===== config.mk =====
export PLATFORM = sky130hd
export DESIGN_NAME = apu_pos
export DESIGN_NICKNAME = d
export VERILOG_FILES = /design/src/rtl/apu_pkg.sv /design/src/rtl/apu_pos.sv
export SDC_FILE = /design/constraint.sdc
export NUM_CORES = 1
export LEC_CHECK = 0
export BUFFER_PORTS_ARGS = -buffer_cell sky130_fd_sc_hd__buf_2
export CAP_MARGIN = 20
export CELL_PAD_IN_SITES_DETAIL_PLACEMENT = 0
export CELL_PAD_IN_SITES_GLOBAL_PLACEMENT = 1
export CORE_MARGIN = 2
export CORE_UTILIZATION = 23
export CTS_BUF_LIST = sky130_fd_sc_hd__clkbuf_4 sky130_fd_sc_hd__clkbuf_8
export CTS_CLUSTER_SIZE = 40
export DETAILED_ROUTE_END_ITERATION = 6
export PLACE_DENSITY_LB_ADDON = 0.2
export REMOVE_ABC_BUFFERS = 1
export SLEW_MARGIN = 5
export SYNTH_ARGS = -nofsm -noshare
export SYNTH_HDL_FRONTEND = slang
export SYNTH_SLANG_ARGS = --single-unit

===== constraint.sdc =====
create_clock -name clk -period 3.1 [get_ports clk]
set_input_delay 0.31 -clock clk [delete_from_list [all_inputs] [get_ports clk]]
set_output_delay 0.31 -clock clk [all_outputs]
set_load 0.02 [all_outputs]

===== src/rtl/apu_pkg.sv =====
`timescale 1ns / 1ps
// shared types, constants and the channel function of the average-predictor pixel unfilter
// no dependencies; imported by apu_pos and the top level

package apu_pkg;

	// register indexes on the configuration port (byte address = 4 * index)
	localparam logic [1:0] REG_ROW_WIDTH    = 2'd0;
	localparam logic [1:0] REG_FRAME_HEIGHT = 2'd1;
	localparam logic [1:0] REG_FOUR_CHANNEL = 2'd2;

	localparam int unsigned APB_AW = 4;
	localparam int unsigned ROW_WIDTH_W = 13;
	localparam int unsigned HEIGHT_W = 16;
	localparam logic [7:0] ALPHA_OPAQUE = 8'hFF;

	// position flags that travel with a pixel
	typedef struct packed {
		logic first_row;
		logic first_col;
		logic last_col;
		logic frame_end;
	} apu_pos_t;

	// one channel: residual plus prediction, mod 256
	function automatic logic [7:0] recon_chan(input logic [7:0] delta,
			input logic [7:0] left, input logic [7:0] top,
			input logic first_row, input logic first_col);
		logic [8:0] sum;
		logic [7:0] pred;
		sum = {1'b0, left} + {1'b0, top};
		if (first_row && first_col) begin
			pred = 8'd0;
		end else if (first_row) begin
			pred = left;
		end else if (first_col) begin
			pred = top;
		end else begin
			pred = sum[8:1];
		end
		return delta + pred;
	endfunction

endpackage


===== src/rtl/apu_pos.sv =====
`timescale 1ns / 1ps
// raster position counters: column and row with clamped width and height
// depends on apu_pkg

module apu_pos
	import apu_pkg::*;
#(
	parameter int unsigned MAX_WIDTH = 4096,
	parameter int unsigned AW = 12
) (
	input  logic                   clk,
	input  logic                   arst_n,
	input  logic [ROW_WIDTH_W-1:0] row_width,
	input  logic [HEIGHT_W-1:0]    frame_height,
	input  logic                   adv,
	output logic [AW-1:0]          col,
	output apu_pos_t               pos
);

	localparam int unsigned WW = ($clog2(MAX_WIDTH + 1) > ROW_WIDTH_W) ?
		$clog2(MAX_WIDTH + 1) : ROW_WIDTH_W;

	logic [AW-1:0]       col_q;
	logic [HEIGHT_W-1:0] row_q;
	logic [WW-1:0]       rw_x;
	logic [WW-1:0]       w_eff;
	logic [WW-1:0]       col_inc;
	logic [HEIGHT_W-1:0] h_eff;
	logic [HEIGHT_W:0]   row_inc;
	logic                last_col;
	logic                bottom_row;

	always_comb begin
		rw_x = WW'(row_width);
		if (rw_x == '0) begin
			w_eff = WW'(1);
		end else if (rw_x > WW'(MAX_WIDTH)) begin
			w_eff = WW'(MAX_WIDTH);
		end else begin
			w_eff = rw_x;
		end
		h_eff = (frame_height == '0) ? HEIGHT_W'(1) : frame_height;
		col_inc = WW'(col_q) + WW'(1);
		row_inc = {1'b0, row_q} + (HEIGHT_W + 1)'(1);
		last_col = (col_inc >= w_eff);
		bottom_row = (row_inc >= {1'b0, h_eff});
	end

	always_ff @(posedge clk or negedge arst_n) begin
		if (!arst_n) begin
			col_q <= '0;
			row_q <= '0;
		end else if (adv) begin
			if (last_col) begin
				col_q <= '0;
				row_q <= bottom_row ? '0 : row_inc[HEIGHT_W-1:0];
			end else begin
				col_q <= col_q + AW'(1);
			end
		end
	end

	assign col = col_q;
	assign pos.first_row = (row_q == '0);
	assign pos.first_col = (col_q == '0);
	assign pos.last_col  = last_col;
	assign pos.frame_end = last_col & bottom_row;

endmodule


=== Word level (Yosys, flattened, before mapping) ===
Index checks and enable logic that the tools add are counted.

* Bits in registers: 28
* Bits of input ports: 32
* Output and inout bits: 16
* Logic and storage cells: 19

* Add/subtract/negate cells: 3
* $lt $le $gt $ge: 3
* Mux-type cells: 5
* Bitwise operators: 1
* Reduce and logical (&&, ||, !) cells: 5

{| class="wikitable"
|+ Operators by type and width
! kind !! count
|-
| logical NOT 16 bit || 2
|-
| two-way mux 16 bit || 2
|-
| two-way mux 13 bit || 2
|-
| adder 16 x 1 -> 17 bit (second input constant) || 1
|-
| greater-or-equal comparator 17 x 16 -> 1 bit || 1
|-
| adder 12 x 1 -> 13 bit (second input constant) || 1
|-
| greater-or-equal comparator 13 bit || 1
|-
| > comparator 13 bit (second input constant) || 1
|-
| logical NOT 13 bit || 1
|-
| adder 12 x 1 -> 12 bit (second input constant) || 1
|-
| logical NOT 12 bit || 1
|-
| two-way mux 12 bit || 1
|-
| AND reduction 2 bit || 1
|-
| bitwise AND 1 bit || 1
|}

=== Logic depth before layout (Yosys ltp) ===
* Word-level depth: 5
* Depth in mapped cells: 14
* Mapped depth without buffers: 13

=== Worst setup path before layout ===
No wires, ideal clock.

* Path kind: register to output
* Start point: register row_q[2]
* End point: output pos[0] (netlist name)
* Arrival time: 2,879 ps
* Required time: 2,790 ps
* Path slack: -89 ps
* Stages on the path, launching flop included: 12
* Buffers on the path: 1
* Path through: dfrtp_1 nand3_2 or3_4 or3_1 buf_6 nor2_4 xor2_1 ha_1 nand3_1 a2111oi_0 nor2_1 nor2_1

{| class="wikitable"
|+ RTL lines
! item !! line !! text
|-
| start, declared || apu_pos.sv:24 || <nowiki>logic [HEIGHT_W-1:0] row_q;</nowiki>
|-
| start signal, assigned || apu_pos.sv:56 || <nowiki>row_q <= bottom_row ? '0 : row_inc[HEIGHT_W-1:0];</nowiki>
|-
| end, declared || apu_pos.sv:17 || <nowiki>output apu_pos_t pos</nowiki>
|}

==> impl_metrics.ini <==
[clock_tree]
cts_hold_buf = 0
cts_sinks = 28
htree_levels = 1
cts_tree = built
clockRootBuffer = clkbuf_8
clkLatencyLatePin_ps = 270
cts_inserted_buffers = 3
cts_buffer_depth = 2
path_clk_slew_ps = 100

[cells_and_area]
syn2layout_area_growth_pct = 40.7
register_area_um2 = 701
fin_util = 0.330
final_common_cell = buf_4
antenna_cells = 0
nets = 487
n_fill_cell = 1240
final_cell_area_um2 = 3760
fin_cells = 563
final_cell_mix = 57 x buf_4, 46 x buf_2, 32 x ha_1, 28 x inv_1, 28 x dfrtp_1
layout-drive-gt1-share = 0.364
multi_input_area_um2 = 1950

[grt]
first_global_vias = 2871
grt-ovfl-total = 0
track_usage = 0.137
grt_max_degree = 29
grt_first_pass_wirelength_um = 13900
grt_antenna_before_repair = 0

[logic_synthesis]
synthFlopType = dfrtp_1
syn-cell-area_um2 = 2670
yosys-top-cells-area = dfrtp_1 26%, ha_1 15%, inv_1 3.9%, nand3_1 3.9%, xnor2_1 3.9%
ys_warn_count = 0
netlist_instances = 322
synth.yosys.seq_area_share = 0.262
synth_area_leader_cell = dfrtp_1
ys_ff_latch = 28
synth_edf_count = 0
synth_top_area_frac = 0.262
synth_cell_type_count = 50
synthArstFlopShare = 1.00
syn_area_per_cell_um2 = 8.30

[place]
dp_slack_ps = -92.2
placedCellCount = 544
dp_hpwl_um = 6580
place_congestion = 0.809
post_dp_cell_area_um2 = 3390
io_buffers = 47

[drt]
wl_met3_um = 336
vias_per_cell = 4.81
top_layer = met4
wl_per_cell_um = 15.0
wl_met2_um = 4210
firstDrtPassIters = 4
routed_wl_um = 8420
antenna_left = 0
wl_met1_um = 3770
vias = 2709
drt_iter0_markers = 135
drcViolationCount = 0

[worst_setup_path]
startpoint_type = flip-flop
critical_path_class = reg -> out
path_cells = nand2_2, or3_4, or3_4, nor2_4, xor2_1, ha_1, o21ai_1, a21oi_1, o31ai_2, o311ai_2, nor2_2, nor2_1, buf_2
cp-startpoint = row_q[0]
crit_required_ps = 2790
crit_top_cell = or3_4
critPathArrivalTime_ps = 3030
crit_slowest_cell = dfrtp_1
cpPeakStageDelay_ps = 430
critPathMaxFanout = 3
endpoint_kind = output pin
rr_startpoint = row_q[0]

[power]
peakVddDrop_v = 0.000180
power.density_nw_per_um2 = 459
p_total_mw = 1.72
pwr-share-comb = 0.596
p_leak_nw = 1.81
swShare = 0.425
clkPwrFrac = 0.119
p_int_mw = 0.990
p_sw_mw = 0.733
seqPwrFrac = 0.285

[sta]
hold_viol = 0
grt_setup_unrepaired = yes
worst_pin_slew_ps = 704
finalWorstSetupSlack_ps = -238
fmax_mhz = 300
skew_ps = 3.45
slew-limit-headroom = 0.531
fin_crit_ps = 3340
slew_viol_final = 0
timing.final.crit_share = 1.08
setup_violations = 12

[run_status]
status = finished with violations
violations = negative setup slack

[worst_hold_path]
hp-class = in -> async

[die]
ios = 48
core_area_um2 = 11400
die_x_um = 112
start_util = 0.235
die_h_um = 112
rows = 39
die-area_um2 = 12500

[job]
cap_violations = 0
## worst paths after layout
kind,depth (start not counted),slack (ps),to
max,13,-240,pos[0]
min reg2reg,1,580,col[2]
max in group asynchronous,1,2580,row_q[4]
min in group clk,3,560,col[1]
max reg2reg,15,-160,row_q[2]
min,1,70,col[11]
## final cells by class
cell class,count,share of cell area
clock buffers,3,0.0110
inverters,29,0.0303
multi-input cells,248,0.518
flip-flops and latches,28,0.186
well taps,143,0.0476
repair buffers,112,0.207
## critical path, delay by kind of cell, from the launching register on
family	cells	cell delay (ps)
buffers and inverters	1	150
adder cells (fa/ha/maj)	1	280
flip-flops	1	430
XOR/XNOR	1	180
AO/OA/AOI/OAI	4	550
AND/OR/NAND/NOR	6	1150
## layer usage
layer  track usage  vias up
li1              -     1366
met1         0.171     1273
met2         0.249       66
met3        0.0125        4
met4        0.0428        0
met5             0        -
## cell usage after synthesis, types with 2 or more instances
cell,count
a221o_1,4
nand3_2,2
a22o_1,11
inv_1,28
o21ai_0,13
nor4_1,12
a21bo_2,2
buf_4,4
nor4b_1,2
a21oi_1,13
dfrtp_1,28
o311ai_1,2
nor3_1,12
xnor2_1,12
o311ai_0,4
ha_1,33
buf_2,4
nand2_1,26
o31ai_1,3
nand3_1,21
nand4_1,9
and3_2,2
o2bb2ai_1,2
nor2b_1,9
nand2b_1,4
and3_1,4
nor2_1,18
xor2_1,10
clkbuf_1,7
## sequential cells by signal, indices dropped and copies added (netlist names)
name,cells
row_q,16
col,12
## stage by stage
stage / setup TNS (ps) / hold WS [ps]
floorplan: -21460 / 14.4
global placement: -356 / 397
detailed placement: -660 / 404
CTS: -491 / 91.1
global route: -3710 / 116
finish: -1420 / 69.6
## kinds of logic (layout without fill, tap and decap cells)
logic type	after synthesis	after routing	synth area share
AOI/OAI and AO/OA	62	62	0.168
xor gates and xnor gates	22	22	0.0721
adders and majority gates	33	33	0.155
buffers and inverters	46	144	0.0749
DFF	28	28	0.262
muxes	2	2	0.00796
and+or+nand+nor	129	129	0.260
## power groups by stage
stage | clock network (mW) | logic [mW] | registers [mW]
after global routing | 0.233 | 1.16 | 0.503
final | 0.206 | 1.03 | 0.491
after floorplan | 0 | 0.459 | 0.575
after global placement | 0 | 0.954 | 0.491
after detailed placement | 0 | 0.968 | 0.491
after CTS | 0.220 | 1.00 | 0.484
## timing repair
item / in CTS / in global routing
setup endpoints to repair: 21 / 21
buffers inserted: 9 / 9
pin swaps: 19 / 20
gates resized for setup: 28 / 23
hold endpoints to repair: 0 / 0
cloned: 1 / 0
Note: power is estimated with default switching activity, not from simulation.
